==> src/sv/in_order_fragment_reassembler_macros.svh <==
// Assertion macros shared by the reassembler RTL.
`ifndef IN_ORDER_FRAGMENT_REASSEMBLER_MACROS_SVH
`define IN_ORDER_FRAGMENT_REASSEMBLER_MACROS_SVH

// Same-cycle implication, sampled on clk, disabled while rst_n is low.
`define OFR_ASSERT_IMPL(lbl, ante, cons, msg) \
  lbl: assert property (@(posedge clk) disable iff (!rst_n) (ante) |-> (cons)) \
    else $error(msg);

// Next-cycle implication, sampled on clk, disabled while rst_n is low.
`define OFR_ASSERT_NEXT(lbl, ante, cons, msg) \
  lbl: assert property (@(posedge clk) disable iff (!rst_n) (ante) |=> (cons)) \
    else $error(msg);

`endif

==> src/sv/ofr_pkg.sv <==
// Types and constants shared by the fragment reassembler modules.
package ofr_pkg;

  localparam int unsigned STORE_BYTES_DEF = 16384;
  localparam int unsigned QUEUE_DEPTH     = 4;
  localparam logic [14:0] CAPACITY_RESET  = 15'd16384;

  typedef enum logic [1:0] {
    ST_ACCEPTED    = 2'd0,
    ST_OUT_OF_SYNC = 2'd1,
    ST_OVERRUN     = 2'd2
  } status_t;

  typedef struct packed {
    logic        wr_en;
    logic [7:0]  wr_data;
    logic        has_result;
    status_t     status;
    logic        unit_complete;
    logic [14:0] unit_length;
  } ofr_item_t;

endpackage

==> src/sv/ofr_channels.sv <==
// Channel interfaces for input bytes, results and the capacity register.
interface ofr_in_if;
  logic        valid;
  logic        ready;
  logic [15:0] frame_number;
  logic [15:0] fragment_number;
  logic        last_fragment;
  logic [14:0] chunk_length;
  logic        first_of_chunk;
  logic        end_of_chunk;
  logic [7:0]  data_byte;

  modport source (output valid, frame_number, fragment_number, last_fragment,
                  chunk_length, first_of_chunk, end_of_chunk, data_byte,
                  input ready);
  modport sink (input valid, frame_number, fragment_number, last_fragment,
                chunk_length, first_of_chunk, end_of_chunk, data_byte,
                output ready);
endinterface

interface ofr_out_if;
  logic        valid;
  logic        ready;
  logic [1:0]  status;
  logic        unit_complete;
  logic [14:0] unit_length;

  modport source (output valid, status, unit_complete, unit_length, input ready);
  modport sink (input valid, status, unit_complete, unit_length, output ready);
endinterface

interface ofr_cfg_if;
  logic        valid;
  logic        ready;
  logic [14:0] data;

  modport source (output valid, data, input ready);
  modport sink (input valid, data, output ready);
endinterface

==> src/sv/ofr_front.sv <==
// Front end: header checks, assembly bookkeeping and store write planning.
module ofr_front
  import ofr_pkg::*;
#(
  parameter int unsigned STORE_BYTES = STORE_BYTES_DEF,
  parameter int unsigned AW          = (STORE_BYTES > 1) ? $clog2(STORE_BYTES) : 1
) (
  input  logic            clk,
  input  logic            rst_n,
  ofr_cfg_if.sink         cfg_chan,
  ofr_in_if.sink          in_chan,
  input  logic            q_full,
  output logic            push,
  output logic [AW-1:0]   push_addr,
  output ofr_item_t       push_item
);

  localparam int unsigned CAP_LIM = (STORE_BYTES < 32767) ? STORE_BYTES : 32767;
  localparam logic [14:0] CAP_LIM_W = 15'(CAP_LIM);

  logic [14:0] cap_r;
  logic [15:0] cur_frame_r, cur_frame_nxt;
  logic [15:0] exp_idx_r, exp_idx_nxt;
  logic [14:0] filled_r, filled_nxt;
  logic        active_r, active_nxt;
  status_t     verdict_r, verdict_nxt;
  logic [14:0] wpos_r, wpos_nxt;

  logic        restart;
  logic [14:0] cap_w;
  logic [14:0] base_filled;
  logic [15:0] base_idx;
  logic [14:0] room;
  logic [14:0] wpos_chk;
  logic        done;

  assign cfg_chan.ready = 1'b1;
  assign in_chan.ready  = !q_full;
  assign push           = in_chan.valid && !q_full;

  always_comb begin
    cap_w       = (cap_r > CAP_LIM_W) ? CAP_LIM_W : cap_r;
    restart     = !active_r || (in_chan.frame_number != cur_frame_r);
    base_filled = restart ? '0 : filled_r;
    base_idx    = restart ? '0 : exp_idx_r;
    room        = (base_filled < cap_w) ? (cap_w - base_filled) : '0;

    cur_frame_nxt = cur_frame_r;
    exp_idx_nxt   = exp_idx_r;
    filled_nxt    = filled_r;
    active_nxt    = active_r;
    verdict_nxt   = verdict_r;
    wpos_chk      = wpos_r;

    if (in_chan.first_of_chunk) begin
      cur_frame_nxt = in_chan.frame_number;
      exp_idx_nxt   = base_idx;
      filled_nxt    = base_filled;
      active_nxt    = 1'b1;
      wpos_chk      = base_filled;
      priority if (in_chan.fragment_number != base_idx) begin
        verdict_nxt = ST_OUT_OF_SYNC;
        active_nxt  = 1'b0;
      end else if (in_chan.chunk_length > room) begin
        verdict_nxt = ST_OVERRUN;
        active_nxt  = 1'b0;
      end else begin
        verdict_nxt = ST_ACCEPTED;
        filled_nxt  = base_filled + in_chan.chunk_length;
        exp_idx_nxt = base_idx + 16'd1;
      end
    end

    push_item.wr_en   = (verdict_nxt == ST_ACCEPTED) && (wpos_chk < filled_nxt);
    push_item.wr_data = in_chan.data_byte;
    push_addr         = AW'(wpos_chk);
    wpos_nxt          = push_item.wr_en ? (wpos_chk + 15'd1) : wpos_chk;

    done = in_chan.end_of_chunk && (verdict_nxt == ST_ACCEPTED) &&
           in_chan.last_fragment && active_nxt;

    push_item.has_result    = in_chan.end_of_chunk;
    push_item.status        = verdict_nxt;
    push_item.unit_complete = done;
    push_item.unit_length   = done ? filled_nxt : '0;
    if (done) begin
      active_nxt = 1'b0;
    end
  end

  always_ff @(posedge clk) begin
    if (!rst_n) begin
      cap_r       <= CAPACITY_RESET;
      cur_frame_r <= '0;
      exp_idx_r   <= '0;
      filled_r    <= '0;
      active_r    <= 1'b0;
      verdict_r   <= ST_ACCEPTED;
      wpos_r      <= '0;
    end else begin
      if (cfg_chan.valid) begin
        cap_r <= cfg_chan.data;
      end
      if (push) begin
        cur_frame_r <= cur_frame_nxt;
        exp_idx_r   <= exp_idx_nxt;
        filled_r    <= filled_nxt;
        active_r    <= active_nxt;
        verdict_r   <= verdict_nxt;
        wpos_r      <= wpos_nxt;
      end
    end
  end

endmodule

==> src/sv/ofr_queue.sv <==
// Small FIFO between the front end and the back end.
module ofr_queue
  import ofr_pkg::*;
#(
  parameter int unsigned W     = 8,
  parameter int unsigned DEPTH = QUEUE_DEPTH
) (
  input  logic         clk,
  input  logic         rst_n,
  input  logic         push,
  input  logic [W-1:0] push_data,
  input  logic         pop,
  output logic [W-1:0] pop_data,
  output logic         full,
  output logic         empty
);

  localparam int unsigned PW = (DEPTH > 1) ? $clog2(DEPTH) : 1;
  localparam int unsigned CW = $clog2(DEPTH + 1);

  logic [W-1:0]  mem_r [DEPTH];
  logic [PW-1:0] wptr_r, wptr_nxt;
  logic [PW-1:0] rptr_r, rptr_nxt;
  logic [CW-1:0] count_r, count_nxt;
  logic          do_push, do_pop;

  assign full     = (count_r == CW'(DEPTH));
  assign empty    = (count_r == '0);
  assign pop_data = mem_r[rptr_r];
  assign do_push  = push && !full;
  assign do_pop   = pop && !empty;

  always_comb begin
    wptr_nxt  = wptr_r;
    rptr_nxt  = rptr_r;
    count_nxt = count_r;
    if (do_push) begin
      wptr_nxt = (wptr_r == PW'(DEPTH - 1)) ? '0 : (wptr_r + PW'(1));
    end
    if (do_pop) begin
      rptr_nxt = (rptr_r == PW'(DEPTH - 1)) ? '0 : (rptr_r + PW'(1));
    end
    unique case ({do_push, do_pop})
      2'b10:   count_nxt = count_r + CW'(1);
      2'b01:   count_nxt = count_r - CW'(1);
      default: count_nxt = count_r;
    endcase
  end

  always_ff @(posedge clk) begin
    if (!rst_n) begin
      wptr_r  <= '0;
      rptr_r  <= '0;
      count_r <= '0;
    end else begin
      wptr_r  <= wptr_nxt;
      rptr_r  <= rptr_nxt;
      count_r <= count_nxt;
    end
  end

  always_ff @(posedge clk) begin
    if (do_push) begin
      mem_r[wptr_r] <= push_data;
    end
  end

endmodule

==> src/sv/ofr_back.sv <==
// Back end: writes the assembly store and holds results for the output channel.
module ofr_back
  import ofr_pkg::*;
#(
  parameter int unsigned STORE_BYTES = STORE_BYTES_DEF,
  parameter int unsigned AW          = (STORE_BYTES > 1) ? $clog2(STORE_BYTES) : 1
) (
  input  logic          clk,
  input  logic          rst_n,
  input  logic          q_empty,
  input  logic [AW-1:0] q_addr,
  input  ofr_item_t     q_item,
  output logic          pop,
  ofr_out_if.source     out_chan
);

  logic [7:0]  store_mem [STORE_BYTES];
  logic        out_valid_r;
  logic [1:0]  status_r;
  logic        complete_r;
  logic [14:0] length_r;

  assign pop = !q_empty && (!q_item.has_result || !out_valid_r || out_chan.ready);

  assign out_chan.valid         = out_valid_r;
  assign out_chan.status        = status_r;
  assign out_chan.unit_complete = complete_r;
  assign out_chan.unit_length   = length_r;

  always_ff @(posedge clk) begin
    if (pop && q_item.wr_en) begin
      store_mem[q_addr] <= q_item.wr_data;
    end
  end

  always_ff @(posedge clk) begin
    if (!rst_n) begin
      out_valid_r <= 1'b0;
    end else if (pop && q_item.has_result) begin
      out_valid_r <= 1'b1;
    end else if (out_chan.ready) begin
      out_valid_r <= 1'b0;
    end
  end

  always_ff @(posedge clk) begin
    if (pop && q_item.has_result) begin
      status_r   <= q_item.status;
      complete_r <= q_item.unit_complete;
      length_r   <= q_item.unit_length;
    end
  end

endmodule

==> src/sv/in_order_fragment_reassembler.sv <==
// Top level of the in-order fragment reassembler.
// Takes one payload byte per clock while input ready is high, each tagged with
// its fragment header, and checks the header on the first byte of every
// fragment. The front end does the checks and the fill accounting per byte; a
// four-entry FIFO feeds the back end, which writes the byte store and registers
// the result of each fragment, so a result passes the FIFO and that register.
// Input ready drops only when the FIFO fills because results are not being
// taken. The byte store is never read here and needs no clearing.
`include "in_order_fragment_reassembler_macros.svh"
module in_order_fragment_reassembler
  import ofr_pkg::*;
#(
  parameter int unsigned STORE_BYTES = STORE_BYTES_DEF
) (
  input  logic      clk,
  input  logic      rst_n,
  ofr_cfg_if.sink   cfg_chan,
  ofr_in_if.sink    in_chan,
  ofr_out_if.source out_chan
);

  localparam int unsigned AW = (STORE_BYTES > 1) ? $clog2(STORE_BYTES) : 1;
  localparam int unsigned QW = AW + $bits(ofr_item_t);

  logic          push, pop, q_full, q_empty;
  logic [AW-1:0] push_addr, q_addr;
  ofr_item_t     push_item, q_item;
  logic [QW-1:0] q_out;

  ofr_front #(.STORE_BYTES(STORE_BYTES), .AW(AW)) u_front (
    .clk       (clk),
    .rst_n     (rst_n),
    .cfg_chan  (cfg_chan),
    .in_chan   (in_chan),
    .q_full    (q_full),
    .push      (push),
    .push_addr (push_addr),
    .push_item (push_item)
  );

  ofr_queue #(.W(QW), .DEPTH(QUEUE_DEPTH)) u_queue (
    .clk       (clk),
    .rst_n     (rst_n),
    .push      (push),
    .push_data ({push_addr, push_item}),
    .pop       (pop),
    .pop_data  (q_out),
    .full      (q_full),
    .empty     (q_empty)
  );

  assign {q_addr, q_item} = q_out;

  ofr_back #(.STORE_BYTES(STORE_BYTES), .AW(AW)) u_back (
    .clk      (clk),
    .rst_n    (rst_n),
    .q_empty  (q_empty),
    .q_addr   (q_addr),
    .q_item   (q_item),
    .pop      (pop),
    .out_chan (out_chan)
  );

  `OFR_ASSERT_IMPL(a_no_push_when_full, in_chan.valid && in_chan.ready, !q_full, "Transfer accepted into a full queue.")
  `OFR_ASSERT_IMPL(a_complete_is_accepted, out_chan.valid && out_chan.unit_complete, out_chan.status == ST_ACCEPTED, "Completed unit without accepted status.")
  `OFR_ASSERT_IMPL(a_length_only_on_complete, out_chan.valid && !out_chan.unit_complete, out_chan.unit_length == 15'd0, "Nonzero length without completion.")

endmodule

==> src/flat_wrapper.sv <==
// flat-port wrapper written by rule: the top's interface ports become plain ports
module in_order_fragment_reassembler_flat import ofr_pkg::*;
#(
  parameter int unsigned STORE_BYTES = STORE_BYTES_DEF
)
  (clk, rst_n, cfg_chan_valid, cfg_chan_data, cfg_chan_ready, in_chan_valid, in_chan_frame_number, in_chan_fragment_number, in_chan_last_fragment, in_chan_chunk_length, in_chan_first_of_chunk, in_chan_end_of_chunk, in_chan_data_byte, in_chan_ready, out_chan_valid, out_chan_status, out_chan_unit_complete, out_chan_unit_length, out_chan_ready);
  ofr_cfg_if cfg_chan_i ();
  ofr_in_if in_chan_i ();
  ofr_out_if out_chan_i ();
  input  logic clk;
  input  logic rst_n;
  input wire logic [$bits(cfg_chan_i.valid)-1:0] cfg_chan_valid;
  input wire logic [$bits(cfg_chan_i.data)-1:0] cfg_chan_data;
  output wire logic [$bits(cfg_chan_i.ready)-1:0] cfg_chan_ready;
  input wire logic [$bits(in_chan_i.valid)-1:0] in_chan_valid;
  input wire logic [$bits(in_chan_i.frame_number)-1:0] in_chan_frame_number;
  input wire logic [$bits(in_chan_i.fragment_number)-1:0] in_chan_fragment_number;
  input wire logic [$bits(in_chan_i.last_fragment)-1:0] in_chan_last_fragment;
  input wire logic [$bits(in_chan_i.chunk_length)-1:0] in_chan_chunk_length;
  input wire logic [$bits(in_chan_i.first_of_chunk)-1:0] in_chan_first_of_chunk;
  input wire logic [$bits(in_chan_i.end_of_chunk)-1:0] in_chan_end_of_chunk;
  input wire logic [$bits(in_chan_i.data_byte)-1:0] in_chan_data_byte;
  output wire logic [$bits(in_chan_i.ready)-1:0] in_chan_ready;
  output wire logic [$bits(out_chan_i.valid)-1:0] out_chan_valid;
  output wire logic [$bits(out_chan_i.status)-1:0] out_chan_status;
  output wire logic [$bits(out_chan_i.unit_complete)-1:0] out_chan_unit_complete;
  output wire logic [$bits(out_chan_i.unit_length)-1:0] out_chan_unit_length;
  input wire logic [$bits(out_chan_i.ready)-1:0] out_chan_ready;
  assign cfg_chan_i.valid = cfg_chan_valid;
  assign cfg_chan_i.data = cfg_chan_data;
  assign cfg_chan_ready = cfg_chan_i.ready;
  assign in_chan_i.valid = in_chan_valid;
  assign in_chan_i.frame_number = in_chan_frame_number;
  assign in_chan_i.fragment_number = in_chan_fragment_number;
  assign in_chan_i.last_fragment = in_chan_last_fragment;
  assign in_chan_i.chunk_length = in_chan_chunk_length;
  assign in_chan_i.first_of_chunk = in_chan_first_of_chunk;
  assign in_chan_i.end_of_chunk = in_chan_end_of_chunk;
  assign in_chan_i.data_byte = in_chan_data_byte;
  assign in_chan_ready = in_chan_i.ready;
  assign out_chan_valid = out_chan_i.valid;
  assign out_chan_status = out_chan_i.status;
  assign out_chan_unit_complete = out_chan_i.unit_complete;
  assign out_chan_unit_length = out_chan_i.unit_length;
  assign out_chan_i.ready = out_chan_ready;
  in_order_fragment_reassembler #(.STORE_BYTES(STORE_BYTES)) u_core (.clk(clk), .rst_n(rst_n), .cfg_chan(cfg_chan_i), .in_chan(in_chan_i), .out_chan(out_chan_i));
endmodule
==> config.mk <==
export PLATFORM = sky130hd
export DESIGN_NAME = in_order_fragment_reassembler_flat
export DESIGN_NICKNAME = d
export VERILOG_FILES = /design/src/sv/ofr_pkg.sv /design/src/sv/ofr_channels.sv /design/src/sv/ofr_front.sv /design/src/sv/ofr_queue.sv /design/src/sv/ofr_back.sv /design/src/sv/in_order_fragment_reassembler.sv /design/src/flat_wrapper.sv
export VERILOG_INCLUDE_DIRS = /design/src /design/src/sv
export SDC_FILE = /design/constraint.sdc
export NUM_CORES = 1
export LEC_CHECK = 0
export BUFFER_PORTS_ARGS = -buffer_cell sky130_fd_sc_hd__buf_4
export CAP_MARGIN = 10
export CORE_ASPECT_RATIO = 1.4
export CORE_MARGIN = 2
export CORE_UTILIZATION = 40
export CTS_BUF_LIST = sky130_fd_sc_hd__clkbuf_4 sky130_fd_sc_hd__clkbuf_8
export CTS_CLUSTER_SIZE = 12
export DETAILED_ROUTE_END_ITERATION = 6
export PLACE_DENSITY = 0.66
export SETUP_SLACK_MARGIN = 0.02
export SYNTH_ARGS = -nofsm -noshare
export SYNTH_HDL_FRONTEND = slang
export SYNTH_SLANG_ARGS = --single-unit
==> constraint.sdc <==
create_clock -name clk -period 19.8 [get_ports clk]
set_clock_uncertainty 0.2 [all_clocks]
set_input_delay 4.95 -clock clk [delete_from_list [all_inputs] [get_ports clk]]
set_output_delay 4.95 -clock clk [all_outputs]
set_load 0.005 [all_outputs]
==> results.md <==
- The post-detailed-placement half-perimeter wirelength is 15700 um.
- The core region is 0.0234 mm^2.
- After clock tree synthesis, the setup repair step added 0 buffers.
- For this run, the slowest stage of the critical path takes 0.75 ns.
- In this run, post-CTS hold repair placed 0 buffers.
- The count of nets left with antenna violations once routing finished came out at 0.
- The layout overhead on the synthesized area is 13.3%.
- The most common flop cell mapped by yosys is edfxtp_1.
- The initial antenna violation count was 0.
- The number of buffers on the longest clock path is 2.
- After detailed routing, the average wire length per cell comes to 16.0 um.
- Across the run, the number of max-cap violations was 0.
- The synthesized cell area is 0.00956 mm^2.
- The post-synthesis cell type count is 68.
- The flow ran to the end, and the final reports show no timing, DRC or antenna violations.
- Cells with a size suffix above 1 make up 16.4% of the layout.
- The worst setup path is captured at a flip-flop.
- Counting the buffers created by CTS gives 17.
- The post-route clock period utilization is 62.0%.
- The library cell used most frequently in the layout, excluding fill and tap cells, is nand2_1.
- The worst register-to-register path begins at u_core.u_front.cur_frame_r[4].
- The total I/O pin count is 99.
- The number of cells on the worst reg-to-reg path is 27.
- The post-route core utilization is 46.4%.
- The die span in y is 187 um.
- At the worst endpoint, the required time is 19.77 ns.
- The number of max-slew violations in the final report came to 0.
- Setup violations remaining at the end of the flow were counted as 0.
- The endpoint arrival time on the critical path is 12.24 ns.
- The count of clock tree sinks is 169.
- Setup repair after global routing left no endpoint under its margin.
- The clock tree root buffer cell is clkbuf_8.
- The first TritonRoute pass finished after 5 iterations.
- The synthesized flop and latch total is 169.
- In the layout the commonest cells are 137 x nand2_1, 97 x buf_4, 94 x edfxtp_1.
- Summing all placed instances gives a cell area of 0.0105 mm^2.
- The worst setup slack after layout is 7.53 ns.
- The final design area excluding fillers is 0.0108 mm^2.
- Among cell families on the critical path, the largest total delay comes from compound AO/OA/AOI/OAI gates.
- The number of global-route vias before repair is 7346.
- After detailed routing, the total wire length is 21500 um.
- Global routing used 17.7% of the available tracks.
- The number of nets handed over by synthesis was 1095.
- The area of combinational cells with multiple inputs is 0.00490 mm^2.
- The worst register-to-register path ends at u_core.u_queue.mem_r[3][8].
- The hold path depth is 2.
- The global-route wire length before repair is 35900 um.
- Gates resized during post-CTS repair numbered 0.
- The filler cells instantiated in the layout total 2195.
- Across the VDD grid, the largest voltage drop is 0.0447 mV.
- The first routing iteration left 477 violations.
- Counting flops with an async set or reset pin after synthesis yields a share of 0%.
- For this design the ratio of total power to cell area is 82.0 mW/mm^2.
- The type of the worst setup path is primary input to flip-flop.
- The count of yosys warnings during synthesis is 0.
- The worst relative slew slack is 31.1%.
- The global-route congestion overflow total is 0.
- The setup TNS is 0 ns.
- The initialized floorplan defines 66 standard-cell rows.
- The final count of hold timing violations was 0.
- Of the synthesized area, sequential elements account for 45.2%.
- STA classifies the critical path startpoint as a primary input.
- The overall die area is 0.0252 mm^2.
- From left edge to right edge, the die measures 135 um.
- The power after layout is 0.000889 W.
- The routability-driven placement congestion ratio is 0.891.
- Based on the critical path, the design can be clocked at up to 0.0815 GHz.
- The average via count per standard cell is 5.54.
- The final route contains 7463 vias.
- The post-place setup slack is 7.08 ns.
- The largest individual stage delay along the critical path comes from the cell o211ai_1.
- Dividing the synthesized area by the synthesized cell count gives 9.94 um^2.
- The number of buffers and inverters on the critical path is 3.
- The H-tree was split into 4 levels.
- The actual slew at the worst max-slew pin is 1.03 ns.
- The net count of the finished layout is 1160.
- The repair_antennas step left the layout with diodes totalling 0.
- The number of enable flip-flop cells after synthesis is 94.
- The maximum fanout count along the critical path is 22.
- The worst hold path startpoint is u_core.u_front.cur_frame_r[8].
- In this run the worst hold path is classified as flip-flop to flip-flop.
- In the synthesized netlist, the number of instances is 962.
- Clock latency on the worst-skew pair, taken at its later pin, is 0.47 ns.
- The effective utilization at floorplan is 40.9%.
- In this run the tool buffered the top-level ports with 89 buffer cells.
- The CTS tree is yes.
- The cell leakage power is 4.06 nW.
- The path with the worst hold slack has its endpoint at u_core.u_front.cur_frame_r[8].
- The sequential cells in the finished layout cover a total of 0.00432 mm^2.
- For the finished layout, the period the worst path requires is 12.27 ns.
- The remaining routing DRC violations is 0.
- The maximum number of pins on one net before global-route repair is 61.
- The clock-pin slew on the worst setup and hold paths is 0.09 ns.
- Across all register-to-register paths, the minimum setup slack is 11.80 ns.
==> cell usage after synthesis, types with 3 or more instances <==
cell type	instances	share of area (%)
o21ai_1	3	0.16
nand3b_1	8	0.63
nor3_1	10	0.52
nor2_1	68	2.7
fa_1	3	0.63
a21oi_1	50	2.6
o2111ai_1	10	0.92
or4_1	3	0.24
nand4_1	13	0.85
o21ai_0	28	1.5
nor2b_1	19	1.2
inv_1	30	1.2
ha_1	52	6.8
edfxtp_1	94	30
xnor2_2	3	0.51
a21boi_0	3	0.24
a311oi_1	3	0.27
buf_2	5	0.26
and2_1	6	0.39
buf_1	5	0.20
mux2i_1	24	2.5
and3_1	13	0.85
xor2_1	12	1.1
o211ai_1	6	0.47
nand3_1	72	3.8
and4_1	3	0.27
xnor2_1	30	2.7
nand2b_1	6	0.39
buf_4	4	0.31
dfxtp_1	75	16
a22oi_1	5	0.39
or3_1	11	0.72
a31oi_1	28	1.8
nand2_1	137	5.4
o31ai_1	3	0.24
a21o_1	13	1.0
clkbuf_1	36	1.4
o21a_1	9	0.71
mux4_2	19	4.5
==> layout make-up <==
class	count	share of cell area [%]
Inverter	33	1.14
Sequential cell	169	39.9
Tap cell	306	3.53
Timing Repair Buffer	97	6.72
Multi-Input combinational cell	709	45.2
Clock buffer	18	2.23
Clock inverter	14	1.29
==> logic make-up after synthesis <==
logic type | after synthesis | synth area share (%)
simple gates | 382 | 19.7
compound gates | 182 | 12.6
flops | 169 | 45.2
buf+inv | 84 | 3.60
fa+ha+maj | 55 | 7.43
xor+xnor | 45 | 4.36
mux | 44 | 7.10
other cells | 1 | 0.0392
==> sequential cells by signal, indices dropped and copies added (netlist names), named ones only <==
signal                                cells
u_core.u_back.out_chan.status             2
u_core.u_back.out_chan.unit_complete      1
u_core.u_back.out_chan.unit_length       15
u_core.u_back.out_chan.valid              1
u_core.u_front.active_r                   1
u_core.u_front.cap_r                     15
u_core.u_front.cur_frame_r               16
u_core.u_front.exp_idx_r                 16
u_core.u_front.filled_r                  15
u_core.u_front.verdict_r                  2
u_core.u_queue.count_r                    3
u_core.u_queue.mem_r                     76
u_core.u_queue.rptr_r                     2
u_core.u_queue.wptr_r                     2
==> metal layers <==
metal / track usage [%] / vias up / part of all wire (%)
met5: 0 / - / 0
met4: 7.25 / 0 / 2.3
met3: 2.82 / 40 / 4.4
met2: 31.1 / 219 / 51
met1: 21.4 / 3547 / 42
li1: - / 3657 / -
==> report_power, final <==
group	switching [W]	internal (W)	total, W	leakage, nW
Clock	0.000135	0.000104	0.000239	0.192
Sequential	0.0000196	0.000421	0.000440	1.51
Combinational	0.000109	0.000101	0.000210	2.35
Total	0.000263	0.000626	0.000889	4.06
==> through the flow <==
stage | hold WS [ns] | std cells
floorplan | 0.248 | 962
global placement | 0.254 | 1314
detailed placement | 0.259 | 1314
CTS | 0.272 | 1346
global route | 0.291 | 1346
finish | 0.270 | 1346
==> worst reg2reg max path, delay by kind of cell, from the launching register on <==
kind | cells | cell delay [ns]
buffers and inverters | 2 | 0.52
adder cells (fa/ha/maj) | 2 | 0.66
AND/OR/NAND/NOR | 9 | 1.73
AO/OA/AOI/OAI | 13 | 4.13
XOR/XNOR | 1 | 0.15
flip-flops | 1 | 0.33
==> worst max path at each step <==
stage | startpoint | endpoint | cells after the start
detailed placement | in_chan_frame_number[4] | u_core.u_queue.mem_r[1][8] | 28
finish | in_chan_frame_number[4] | u_core.u_queue.mem_r[3][8] | 28
global route | in_chan_frame_number[4] | u_core.u_queue.mem_r[3][8] | 28
CTS | in_chan_frame_number[4] | u_core.u_queue.mem_r[1][8] | 28
floorplan | in_chan_frame_number[4] | u_core.u_queue.mem_r[0][0] | 25
global placement | in_chan_frame_number[4] | u_core.u_queue.mem_r[0][1] | 26
(Power assumes the default switching activity.)
